### src/rtl/pfa_pkg.sv
`default_nettype none

package pfa_pkg;

   localparam int FRAME_COUNT = 4096;
   localparam int FRAME_SHIFT = 12;
   localparam int RESV_FRAMES = 4;

   localparam int ADDR_W   = 30;
   localparam int MODE_W   = 2;
   localparam int STATUS_W = 2;
   localparam int CSR_W    = 1;

   localparam int FRAME_W = $clog2(FRAME_COUNT);
   localparam int FNUM_W  = ADDR_W - FRAME_SHIFT;
   localparam int BOUND_W = FNUM_W + 1;

   localparam int ROW_BITS  = (FRAME_COUNT >= 128) ? 64 : FRAME_COUNT / 2;
   localparam int ROW_COUNT = FRAME_COUNT / ROW_BITS;
   localparam int ROW_W     = $clog2(ROW_COUNT);
   localparam int BIT_W     = $clog2(ROW_BITS);

   localparam int REQ_DATA_W = 32;
   localparam int RSP_DATA_W = 32;

   localparam logic [CSR_W-1:0] CSR_KERNEL_START = 1'd0;
   localparam logic [CSR_W-1:0] CSR_KERNEL_END   = 1'd1;

   typedef enum logic [MODE_W-1:0] {
      MODE_INIT  = 2'd0,
      MODE_ALLOC = 2'd1,
      MODE_FREE  = 2'd2,
      MODE_NOP   = 2'd3
   } pfa_mode_type;

   typedef enum logic [STATUS_W-1:0] {
      ST_OK           = 2'd0,
      ST_NO_FRAME     = 2'd1,
      ST_DOUBLE_FREE  = 2'd2,
      ST_OUT_OF_RANGE = 2'd3
   } pfa_status_type;

   typedef enum logic [2:0] {
      S_IDLE,
      S_INIT,
      S_ALLOC_RD,
      S_ALLOC_CHK,
      S_FREE_RD,
      S_FREE_CHK,
      S_DONE
   } pfa_state_type;

   typedef enum logic [1:0] {
      WR_NONE,
      WR_INIT,
      WR_ALLOC,
      WR_FREE
   } pfa_wr_type;

   typedef struct packed {
      logic           capture;
      logic           row_clear;
      logic           row_step;
      logic           mem_read;
      logic           read_free_row;
      pfa_wr_type     wr_sel;
      logic           res_set;
      logic           res_alloc_addr;
      pfa_status_type res_status;
      logic           rsp_load;
   } pfa_cmd_type;

   typedef struct packed {
      pfa_mode_type req_mode;
      logic         row_last;
      logic         out_of_range;
      logic         found;
      logic         bit_used;
   } pfa_sts_type;

endpackage

`default_nettype wire

### src/rtl/pfa_ctrl.sv
`default_nettype none

module pfa_ctrl
   import pfa_pkg::*;
(
   input  wire logic        clock,
   input  wire logic        reset,
   input  wire logic        req_tvalid,
   output logic             req_tready,
   output logic             rsp_tvalid,
   input  wire logic        rsp_tready,
   output pfa_cmd_type      cmd,
   input  wire pfa_sts_type sts
);

   pfa_state_type state_ff, state_in;
   logic          rsp_valid_ff, rsp_valid_in;

   always_ff @(posedge clock) begin
      if (reset) begin
         state_ff     <= S_IDLE;
         rsp_valid_ff <= 1'b0;
      end else begin
         state_ff     <= state_in;
         rsp_valid_ff <= rsp_valid_in;
      end
   end

   always_comb begin
      state_in   = state_ff;
      req_tready = 1'b0;
      cmd        = '0;
      cmd.wr_sel = WR_NONE;
      cmd.res_status = ST_OK;
      case (state_ff)
         S_IDLE: begin
            req_tready = 1'b1;
            if (req_tvalid) begin
               cmd.capture   = 1'b1;
               cmd.row_clear = 1'b1;
               case (sts.req_mode)
                  MODE_INIT:  state_in = S_INIT;
                  MODE_ALLOC: state_in = S_ALLOC_RD;
                  MODE_FREE:  state_in = S_FREE_RD;
                  default: begin
                     cmd.res_set = 1'b1;
                     state_in    = S_DONE;
                  end
               endcase
            end
         end
         S_INIT: begin
            cmd.wr_sel   = WR_INIT;
            cmd.row_step = 1'b1;
            if (sts.row_last) begin
               cmd.res_set = 1'b1;
               state_in    = S_DONE;
            end
         end
         S_ALLOC_RD: begin
            cmd.mem_read = 1'b1;
            state_in     = S_ALLOC_CHK;
         end
         S_ALLOC_CHK: begin
            if (sts.found) begin
               cmd.wr_sel         = WR_ALLOC;
               cmd.res_set        = 1'b1;
               cmd.res_alloc_addr = 1'b1;
               state_in           = S_DONE;
            end else if (sts.row_last) begin
               cmd.res_set    = 1'b1;
               cmd.res_status = ST_NO_FRAME;
               state_in       = S_DONE;
            end else begin
               cmd.row_step = 1'b1;
               cmd.mem_read = 1'b1;
            end
         end
         S_FREE_RD: begin
            if (sts.out_of_range) begin
               cmd.res_set    = 1'b1;
               cmd.res_status = ST_OUT_OF_RANGE;
               state_in       = S_DONE;
            end else begin
               cmd.mem_read      = 1'b1;
               cmd.read_free_row = 1'b1;
               state_in          = S_FREE_CHK;
            end
         end
         S_FREE_CHK: begin
            cmd.res_set = 1'b1;
            if (sts.bit_used) begin
               cmd.wr_sel = WR_FREE;
            end else begin
               cmd.res_status = ST_DOUBLE_FREE;
            end
            state_in = S_DONE;
         end
         S_DONE: begin
            if (!rsp_valid_ff || rsp_tready) begin
               cmd.rsp_load = 1'b1;
               state_in     = S_IDLE;
            end
         end
         default: begin
            state_in = S_IDLE;
         end
      endcase
   end

   always_comb begin
      rsp_valid_in = rsp_valid_ff;
      if (cmd.rsp_load) begin
         rsp_valid_in = 1'b1;
      end else if (rsp_tready) begin
         rsp_valid_in = 1'b0;
      end
   end

   assign rsp_tvalid = rsp_valid_ff;

`ifndef SYNTHESIS
   a_accept_leaves_idle: assert property (@(posedge clock) disable iff (reset)
      req_tvalid && req_tready |=> state_ff != S_IDLE)
      else $error("accepted request did not start work");

   a_load_slot_free: assert property (@(posedge clock) disable iff (reset)
      cmd.rsp_load |-> (!rsp_valid_ff || rsp_tready))
      else $error("result overwritten before transfer");

   a_load_sets_valid: assert property (@(posedge clock) disable iff (reset)
      cmd.rsp_load |=> rsp_tvalid)
      else $error("loaded result not presented");

   a_no_rw_clash: assert property (@(posedge clock) disable iff (reset)
      !(cmd.mem_read && cmd.wr_sel != WR_NONE))
      else $error("frame table read and write in one cycle");
`endif

endmodule

`default_nettype wire
### config.mk
export PLATFORM = sky130hd
export DESIGN_NAME = pfa_ctrl
export DESIGN_NICKNAME = d
export VERILOG_FILES = /design/src/rtl/pfa_pkg.sv /design/src/rtl/pfa_ctrl.sv
export SDC_FILE = /design/constraint.sdc
export NUM_CORES = 1
export LEC_CHECK = 0
export BUFFER_PORTS_ARGS = -buffer_cell sky130_fd_sc_hd__clkbuf_2
export CORE_AREA = 2 2 39 41
export DETAILED_ROUTE_END_ITERATION = 8
export DIE_AREA = 0 0 41 43
export PLACE_DENSITY = 0.63
export SETUP_SLACK_MARGIN = 0.5
export SKIP_CTS_REPAIR_TIMING = 1
export SYNTH_ARGS = -nofsm -noshare
export SYNTH_HDL_FRONTEND = slang
export SYNTH_SLANG_ARGS = --single-unit
export TNS_END_PERCENT = 50
### constraint.sdc
create_clock -name clock -period 1.95 [get_ports clock]
set_clock_uncertainty 0.1 [all_clocks]
set_input_delay 0.195 -clock clock [delete_from_list [all_inputs] [get_ports clock]]
set_output_delay 0.195 -clock clock [all_outputs]
set_load 0.02 [all_outputs]
==> impl_metrics.json, run 1 <==
{
  "clk_pin_slew_ns": 0.04,
  "io_buffers": 23,
  "synth_nets": 73,
  "synth_xor_area_share_pct": 0,
  "wl_per_cell_um": 12.2,
  "rsz0062_at_grt": "yes",
  "cts_max_path_buffers": 2,
  "die_h_um": 43,
  "max_freq_mhz": 606,
  "cts_tree": "done",
  "critPathMaxStageDelay_ns": 0.38,
  "drt-initial-drc-count": 4,
  "gp_congestion": 0.813,
  "numClockSinks": 4,
  "cp-end-kind": "primary output",
  "critPathMaxFanout": 7,
  "gr-total-overflow": 0,
  "avgViaCountPerCell": 5.07,
  "path_class": "reg -> out",
  "via_count": 563,
  "synth_cell_types": 32,
  "yosysWarningCount": 0,
  "clk_latency_ns": 0.23,
  "final_cell_mix": "clkbuf_2 (18), nor2_1 (13), buf_4 (11)",
  "die_x_um": 41,
  "outcome": "complete, no violations",
  "diodes": 0,
  "grt_pass1_vias": 407,
  "num_rows": 14,
  "syn_avg_cell_area_um2": 7.15,
  "drtAntennaViolNets": 0,
  "pwr_density_cell_nw_per_um2": 1620,
  "grt_pass1_wl_mm": 1.68,
  "nets": 107,
  "grt_start_max_net_pins": 17,
  "cap_violations": 0,
  "yosys_register_bits": 4,
  "wl_mm": 1.36,
  "start_kind": "flop",
  "synth_compound_area_share_pct": 28.3,
  "holdCritPathClass": "in -> reg",
  "dp_hpwl_um": 864,
  "finalMaxSlewViolations": 0,
  "synth-adder-area-share_pct": 0,
  "fin_area_um2": 718,
  "finalHoldViolCount": 0,
  "path_cells": "and2b_2 -> and4b_1 -> a31o_1 -> buf_6",
  "htree_levels": 1,
  "grt_use_total_pct": 14.5,
  "drc": 0,
  "cpLargestDelayFamily": "simple AND/OR/NAND/NOR gates",
  "power.leakage_nw": 0.342,
  "dpl_cell_area_um2": 561,
  "core_area_um2": 1380,
  "fin_setup_tns_ns": 0,
  "syn2layout_area_growth_pct": 59.4,
  "ir_drop_mv": 0.598,
  "min_period_ns": 1.65,
  "timing.critical_path.buf_inv": 1,
  "syn_inst": 63,
  "die_area_um2": 1760,
  "setup_viol": 0,
  "cts_root_buf": "clkbuf_4",
  "synth_simple_gate_area_share_pct": 42.8,
  "slowest_stage": "dfxtp_4",
  "final_common_cell": "clkbuf_2",
  "synth.area.mux_share_pct": 0,
  "cp_data_arrival_time_ns": 1.36,
  "synth_top_family_by_area": "simple AND/OR/NAND/NOR gates",
  "dr.pass1.iters": 2,
  "seq_area_frac_synth_pct": 17.8,
  "numCtsBuffers": 3,
  "mappedNetlistArea_um2": 450,
  "ios": 24,
  "relSlewSlack_pct": 74.3,
  "fin_crit_sh_pct": 84.6,
  "worst_pin_slew_ns": 0.382,
  "critical_path_required_ns": 1.65,
  "grt_antenna_before_repair": 0,
  "drive_gt1_share_pct": 55.8,
  "start_util_pct": 32.5
}
## cell families after synthesis
family,Yosys count
simple gates,34
compound gates,17
buf+inv,8
flops,4
## flip-flops by register name, summed over array words and instances (netlist names)
name	cells
state_ff	3
rsp_tvalid	1
## metrics by stage
stage | setup slack (ns) | instances | util [%] | hold slack (ns) | power [mW]
2_1_floorplan | 0.494 | 63 | - | 0.159 | 0.704
3_3_place_gp | 0.377 | 97 | 40.5 | 0.353 | 0.820
3_5_place_dp | 0.318 | 97 | 40.5 | 0.350 | 0.823
4_1_cts | 0.0620 | 100 | 42.1 | 0.101 | 0.931
5_1_grt | 0.252 | 111 | 51.9 | 0.110 | 1.25
6_report | 0.300 | 111 | 51.9 | 0.111 | 1.17
## worst reg2reg max path, cell delays in order, from the launching register on
cell,delay (ns)
dfxtp_4,0.37
buf_4,0.16
nor4_2,0.41
a211oi_2,0.08
a22o_1,0.22
## cell type report
cell class | count | area, µm²
fill | 139 | 666
clock buffer | 3 | 22.5
multi-input combinational | 51 | 354
timing repair buffer | 34 | 219
inverter | 3 | 11.3
sequential | 4 | 91.3
tap | 16 | 20.0
## worst paths after layout
path         slack, ns                      from                       end  cells past startpoint
min reg2reg       0.51  state_ff[0]$_SDFFE_PP0P_  state_ff[0]$_SDFFE_PP0P_                      2
min               0.11                     reset   rsp_tvalid$_SDFFE_PP0P_                      2
max               0.30  state_ff[2]$_SDFFE_PP0P_                    cmd[1]                      4
max reg2reg       0.50  state_ff[0]$_SDFFE_PP0P_  state_ff[2]$_SDFFE_PP0P_                      4
## routing by layer
metal / GRT usage [%] / vias up / routed length [µm]
met5: 0 / - / 0
met4: 4.00 / 0 / 0
met3: 9.95 / 0 / 105
met2: 18.8 / 22 / 643
met1: 19.0 / 244 / 606
li1: - / 297 / -
## synth_stat cells
cell	number	area share [%]
buf_6	1	2.5
nor3_2	1	2.2
a211oi_2	1	2.8
nand2b_1	4	5.6
buf_4	3	5.0
nor3_1	2	2.2
o21ai_0	1	1.1
buf_2	1	1.1
inv_1	3	2.5
o22ai_1	1	1.4
o21ai_1	1	1.1
a2bb2oi_1	1	1.9
nand2_1	2	1.7
or2_1	1	1.4
nor2_1	15	12
nor4_2	2	5.6
a21oi_1	3	3.3
and3_1	1	1.4
and2_4	1	1.9
or2_2	1	1.4
dfxtp_1	4	18
a31o_1	1	1.9
nor3b_1	1	1.7
a22o_1	1	1.9
o21a_1	1	1.7
o2bb2ai_1	1	1.9
nor4_1	1	1.4
o311ai_1	1	1.9
and4b_1	1	2.2
and2b_1	1	1.7
a211oi_1	3	5.0
a311o_1	1	2.2
## power by group
part           leakage [nW]  internal (mW)  switching, mW  total [mW]
logic                 0.293          0.409          0.451       0.859
clock network        0.0138         0.0686         0.0310      0.0996
registers            0.0348          0.131         0.0761       0.207
total                 0.342          0.609          0.558        1.17
No activity file was read; power rests on OpenSTA's default activity.
==> run 2: changes to the inputs <==
--- a/config.mk
+++ b/config.mk
@@ -5,11 +5,12 @@
 export SDC_FILE = /design/constraint.sdc
 export NUM_CORES = 1
 export LEC_CHECK = 0
+export ABC_AREA = 1
 export BUFFER_PORTS_ARGS = -buffer_cell sky130_fd_sc_hd__clkbuf_2
-export CORE_AREA = 2 2 39 41
+export CORE_MARGIN = 2
+export CORE_UTILIZATION = 37
 export DETAILED_ROUTE_END_ITERATION = 8
-export DIE_AREA = 0 0 41 43
-export PLACE_DENSITY = 0.63
+export PLACE_DENSITY = 0.68
 export SETUP_SLACK_MARGIN = 0.5
 export SKIP_CTS_REPAIR_TIMING = 1
 export SYNTH_ARGS = -nofsm -noshare
==> constraint.sdc (replaced) <==
create_clock -name clock -period 1.4 [get_ports clock]
set_clock_uncertainty 0.1 [all_clocks]
set_input_delay 0.14 -clock clock [delete_from_list [all_inputs] [get_ports clock]]
set_output_delay 0.14 -clock clock [all_outputs]
set_load 0.02 [all_outputs]
==> run 2 against run 1 <==
The run now ends with negative setup slack left. Sequential share of layout area decreased by 2.7 points. Routed wire length increased by 13%. Critical path depth increased by 3. Cell count increased by 17%. Highest routed layer is now met4.
==> impl_metrics.json, run 2 <==
{
  "wl_per_cell_um": 11.8,
  "synth_edf_count": 0,
  "finalMaxSlewViolations": 0,
  "power.leakage_nw": 0.474,
  "min_period_ns": 1.53,
  "die_area_um2": 1730,
  "grt_start_max_net_pins": 9,
  "failed_checks": "negative setup slack",
  "worstHoldStart": "reset",
  "nets": 127,
  "path_class": "reg -> out",
  "power_frac_comb_pct": 78.2,
  "final_cell_mix": "nand2_1 (13), buf_4 (13), inv_1 (11)",
  "cp-end-kind": "primary output",
  "cap_violations": 0,
  "start_kind": "flop",
  "max_freq_mhz": 655,
  "hold-path-cell-count": 2,
  "worst_pin_slew_ns": 0.205,
  "gp_congestion": 0.814,
  "pwr-share-seq_pct": 12.5,
  "start_util_pct": 39.7,
  "timing.critical_path.buf_inv": 3,
  "p_clk_share_pct": 9.3,
  "syn2layout_area_growth_pct": 71.5,
  "slowest_stage": "dfxtp_4",
  "yosysWarningCount": 0,
  "power_mw": 1.69,
  "fin_crit_sh_pct": 109,
  "fillCellCount": 114,
  "outcome": "finished, violations left",
  "finalHoldViolCount": 0,
  "drt-initial-drc-count": 15,
  "timing.reg2reg.setup_slack_ns": 0.06,
  "syn_avg_cell_area_um2": 6.30,
  "critPathMaxStageDelay_ns": 0.36,
  "seq_area_frac_synth_pct": 15.3,
  "mappedNetlistArea_um2": 523,
  "cp-endpoint": "cmd[4]",
  "path_cells": "buf_12 -> nor2_8 -> nand2_4 -> inv_4 -> nand4_1 -> nand4_1 -> buf_4",
  "syn_inst": 83,
  "crit_start": "state_ff[0]$_SDFFE_PP0P_",
  "cpMostUsedCell": "nand4_1",
  "ir_drop_mv": 1.31,
  "yosys_register_bits": 4,
  "worstSetupPathDepth": 7,
  "ios": 24,
  "drc": 0,
  "relSlewSlack_pct": 86.3,
  "dp_worst_setup_slack_ns": -0.00269,
  "numClockSinks": 4,
  "timing.rr.start": "state_ff[0]$_SDFFE_PP0P_",
  "critPathMaxFanout": 6,
  "synth.top_cell.area_share_pct": 15.3,
  "via_count": 646,
  "avgViaCountPerCell": 4.97,
  "synth_largest_area_cell": "dfxtp_1",
  "die_h_um": 41.6,
  "cp_data_arrival_time_ns": 1.29,
  "largest_register_ffs": 3,
  "synthFlopType": "dfxtp_1",
  "cpLargestDelayFamily": "flip-flops",
  "num_rows": 13,
  "grt_use_total_pct": 16.8,
  "rsz0062_at_grt": "yes",
  "regMostFlops": "state_ff",
  "clk_pin_slew_ns": 0.04,
  "wl_mm": 1.53,
  "grt_pass1_vias": 598,
  "drive_gt1_share_pct": 62.6,
  "rr_endpoint": "state_ff[1]$_SDFFE_PP0P_",
  "p_int_mw": 0.888,
  "cts_tree": "done",
  "grt_antenna_before_repair": 0,
  "synth_nets": 93,
  "htree_levels": 1,
  "critical_path_required_ns": 1.16,
  "io_buffers": 23,
  "setup_viol": 11,
  "pwr_density_cell_nw_per_um2": 1880,
  "die_x_um": 41.6,
  "yosysMostFrequentCell": "nand2_1",
  "cts_root_buf": "clkbuf_4",
  "grt_pass1_wl_mm": 2.37,
  "p_sw_mw": 0.802,
  "gr-total-overflow": 0,
  "reg2regPathDepth": 8,
  "p_sw_share_pct": 47.5,
  "diodes": 0,
  "cts_max_path_buffers": 2,
  "holdCritPathClass": "in -> reg",
  "drtAntennaViolNets": 0,
  "synth_cell_types": 20,
  "numCtsBuffers": 3,
  "worst_slack_ns": -0.127,
  "core_area_um2": 1320,
  "ys_async_sr_fraction_pct": 0,
  "dp_hpwl_mm": 1.10,
  "clk_latency_ns": 0.24,
  "synth.area.top_cells": "dfxtp_1 (15%), nand2_1 (12%), nand3_1 (11%), inv_1 (9.3%), nand3_2 (7.7%)",
  "ys_top_cells_by_count": "nand2_1 (17), inv_1 (13), nand3_1 (12)",
  "dr.pass1.iters": 6
}
==> run 2: cell count changes in the layout (fill, tap and decap cells not counted), moves of 7 or more <==
cell	previous run	this run
nand2_1	2	13
nand3_1	0	9
clkbuf_2	18	10
inv_1	3	11
nor2_1	13	5
nand3_2	0	7
==> run 2: kinds of logic after synthesis <==
family	Yosys count	synth area share, %
DFF	4	15.3
and+or+nand+nor	48	51.2
AOI/OAI and AO/OA	8	9.81
buffers and inverters	23	23.7
==> run 2: power groups by stage <==
stage	sequential [mW]	combinational (mW)	clock, mW
after detailed placement	0.203	1.05	0
after global placement	0.201	1.04	0
after global routing	0.214	1.41	0.161
after CTS	0.202	1.06	0.152
after floorplan	0.163	0.802	0
final	0.212	1.32	0.157
==> run 2: layout make-up <==
| type | instances | area, µm² | share of cell area (%) |
|---|---|---|---|
| tap | 15 | 18.8 | 2.09 |
| timing repair buffer | 34 | 292 | 32.5 |
| inverter | 18 | 80.1 | 8.93 |
| clock buffer | 3 | 22.5 | 2.51 |
| sequential | 4 | 90.1 | 10.0 |
| multi-input combinational | 56 | 394 | 43.9 |
==> run 2: how the worst min path moves through the flow <==
stage | end | slack [ns]
6_report | state_ff[2]$_SDFFE_PP0P_ | 0.002
5_1_grt | state_ff[2]$_SDFFE_PP0P_ | 0.002
4_1_cts | state_ff[2]$_SDFFE_PP0P_ | 0.01
3_5_place_dp | state_ff[2]$_SDFFE_PP0P_ | 0.26
3_3_place_gp | state_ff[2]$_SDFFE_PP0P_ | 0.26
2_1_floorplan | rsp_tvalid$_SDFFE_PP0P_ | 0.10
==> run 2: stage by stage <==
step                      hold WS [ns]  util, %  cell area [µm²]   TNS, ns  std cells
after detailed placement         0.262     56.6              746  -0.00269        124
final                          0.00167     68.1              897    -0.848        130
after floorplan                  0.102        -              576         0         83
after global placement           0.257     56.6              746         0        124
after global routing           0.00241     68.1              897     -1.45        130
after CTS                       0.0100     58.3              768     -2.54        127
==> run 2: layer usage <==
metal  wire length, µm  GRT usage [%]
met1               663           21.8
met2               783           29.1
met3                68           1.30
met4                14           5.81
met5                 0              0
==> run 3: changes to the inputs <==
--- a/config.mk
+++ b/config.mk
@@ -8,9 +8,9 @@
 export ABC_AREA = 1
 export BUFFER_PORTS_ARGS = -buffer_cell sky130_fd_sc_hd__clkbuf_2
 export CORE_MARGIN = 2
-export CORE_UTILIZATION = 37
+export CORE_UTILIZATION = 40
 export DETAILED_ROUTE_END_ITERATION = 8
-export PLACE_DENSITY = 0.68
+export PLACE_DENSITY = 0.73
 export SETUP_SLACK_MARGIN = 0.5
 export SKIP_CTS_REPAIR_TIMING = 1
 export SYNTH_ARGS = -nofsm -noshare
==> run 3 against run 2 <==
The flow still finishes with violations (negative setup slack). Setup slack worse by 0.016 ns. Maximum frequency shrank 1.0%. Utilization increased by 12 points. Routed wire length increased by 13%. Total power rose by 15%. Critical path type unchanged. First-iteration DRC count unchanged. Non-clock buffer count grew 5. Sequential share of layout area shrank 0.78 points. Clock power shrank 8%. Flip-flop and latch count did not move.
==> impl_metrics.json, run 3 (synthesis results as in run 2) <==
{
  "outcome": "finished, violations left",
  "failed_checks": "negative setup slack",
  "io_buffers": 23,
  "hold_end": "state_ff[2]$_SDFFE_PP0P_",
  "nets": 132,
  "grt_start_max_net_pins": 10,
  "relSlewSlack_pct": 80.9,
  "cts_root_buf": "clkbuf_4",
  "numCtsBuffers": 3,
  "diodes": 0,
  "finalMaxSlewViolations": 0,
  "cts_tree": "done",
  "wl_per_cell_um": 12.8,
  "p_sw_mw": 0.897,
  "final_common_cell": "buf_4",
  "ios": 24,
  "via_count": 670,
  "p_clk_share_pct": 7.4,
  "start_util_pct": 41.8,
  "p_int_mw": 1.04,
  "largest_register_ffs": 3,
  "start_kind": "flop",
  "cts_max_path_buffers": 2,
  "pwr_density_cell_nw_per_um2": 1940,
  "fin_crit_sh_pct": 110,
  "drt-initial-drc-count": 15,
  "cap_violations": 0,
  "worst_slack_ns": -0.143,
  "critPathMaxStageDelay_ns": 0.35,
  "drc": 0,
  "num_rows": 13,
  "max_freq_mhz": 648,
  "timing.critical_path.buf_inv": 3,
  "grt_use_total_pct": 19.3,
  "rsz0062_at_grt": "yes",
  "critical_path_required_ns": 1.16,
  "die_h_um": 40.2,
  "grt_antenna_before_repair": 0,
  "reg2regPathDepth": 8,
  "whs_ns": 0.00718,
  "dp_hpwl_mm": 1.04,
  "use_met3_pct": 2.22,
  "drive_gt1_share_pct": 67.5,
  "die_area_um2": 1610,
  "regMostFlops": "state_ff",
  "critPathMaxFanout": 7,
  "path_cells": "buf_12 -> nor2_8 -> buf_12 -> nand3_4 -> a21oi_4 -> buf_6",
  "gp_congestion": 0.782,
  "wl_mm": 1.73,
  "numClockSinks": 4,
  "syn2layout_area_growth_pct": 91.1,
  "drtAntennaViolNets": 0,
  "grt_pass1_vias": 524,
  "dp_worst_setup_slack_ns": -0.0405,
  "slowest_stage": "dfxtp_4",
  "cp-end-kind": "primary output",
  "core_area_um2": 1250,
  "use_met2_pct": 31.9,
  "worst_pin_slew_ns": 0.283,
  "setup_viol": 12,
  "worstHoldStart": "reset",
  "pwr-share-seq_pct": 11.9,
  "hold-path-cell-count": 2,
  "path_class": "reg -> out",
  "grt-busiest-layer": "met2",
  "final_cell_mix": "buf_4 (13), buf_6 (12), inv_1 (10), nand2_1 (10), clkbuf_2 (9)",
  "gr-total-overflow": 0,
  "worstSetupPathDepth": 6,
  "htree_levels": 1,
  "clk_latency_ns": 0.24,
  "met1_usage_pct": 25.0,
  "grt_pass1_wl_mm": 2.15,
  "timing.rr.start": "state_ff[1]$_SDFFE_PP0P_",
  "finalHoldViolCount": 0,
  "p_sw_share_pct": 46.2,
  "min_period_ns": 1.54,
  "timing.reg2reg.setup_slack_ns": 0.01,
  "final_util_pct": 79.8,
  "ir_drop_mv": 1.17,
  "holdCritPathClass": "in -> reg",
  "power.leakage_nw": 0.513,
  "cpLargestDelayFamily": "buffers and inverters",
  "dr.pass1.iters": 4,
  "cp_data_arrival_time_ns": 1.30,
  "power_frac_comb_pct": 80.6,
  "avgViaCountPerCell": 4.96,
  "rr_endpoint": "state_ff[1]$_SDFFE_PP0P_",
  "cpMostUsedCell": "buf_12",
  "die_x_um": 40.2,
  "clk_pin_slew_ns": 0.04
}
[run 3: cell types whose count changed in the layout (fill, tap and decap cells not counted), sizes merged]
cell	before	now
inv	18	17
buf	24	30
clkinv	0	1
clkbuf	13	12
[run 3: routing by layer]
layer  up-vias  part of all wire, %  wire length (µm)
met4         0                  1.8                31
met3         4                  4.5                78
met5         -                    0                 0
li1        335                    -                 -
met2        27                   53               918
met1       304                   41               702
[run 3: how the worst max path moves through the flow]
stage | start | endpoint | slack [ns]
2_1_floorplan | state_ff[0]$_SDFFE_PP0P_ | cmd[4] | 0.16
3_3_place_gp | state_ff[1]$_SDFFE_PP0P_ | cmd[2] | -0.04
3_5_place_dp | state_ff[1]$_SDFFE_PP0P_ | cmd[2] | -0.04
4_1_cts | state_ff[1]$_SDFFE_PP0P_ | cmd[2] | -0.30
5_1_grt | state_ff[0]$_SDFFE_PP0P_ | cmd[8] | -0.19
6_report | state_ff[0]$_SDFFE_PP0P_ | cmd[2] | -0.14
[run 3: cell type report]
cell class / instances / area (µm²)
Tap cell: 15 / 18.8
Inverter: 18 / 87.6
Fill cell: 84 / 253
Sequential cell: 4 / 92.6
Timing Repair Buffer: 39 / 363
Clock buffer: 3 / 22.5
Multi-Input combinational cell: 56 / 415
[run 3: metrics by stage]
step | total power [mW] | area [µm²] | instances | setup TNS (ns)
finish | 1.94 | 1000 | 135 | -1.12
global route | 2.05 | 1000 | 135 | -1.79
CTS | 1.43 | 768 | 127 | -2.86
detailed placement | 1.28 | 746 | 124 | -0.0454
global placement | 1.26 | 746 | 124 | -0.0387
floorplan | 0.964 | 576 | 83 | 0
[run 3: worst register-to-register path: stages, from the launching register on]
cell     delay, ns
dfxtp_4       0.35
buf_12        0.13
buf_4         0.13
o21ai_0       0.26
nand2_1       0.10
inv_1         0.07
nand2_1       0.06
nand2_1       0.05
inv_1         0.03
[run 3: power groups by stage]
stage                     Sequential, mW  Combinational [mW]  Clock [mW]
final                              0.232                1.57       0.144
after global routing               0.238                1.66       0.155
after CTS                          0.225                1.05       0.147
after detailed placement           0.226                1.05           0
after global placement             0.223                1.04           0
after floorplan                    0.163               0.802           0
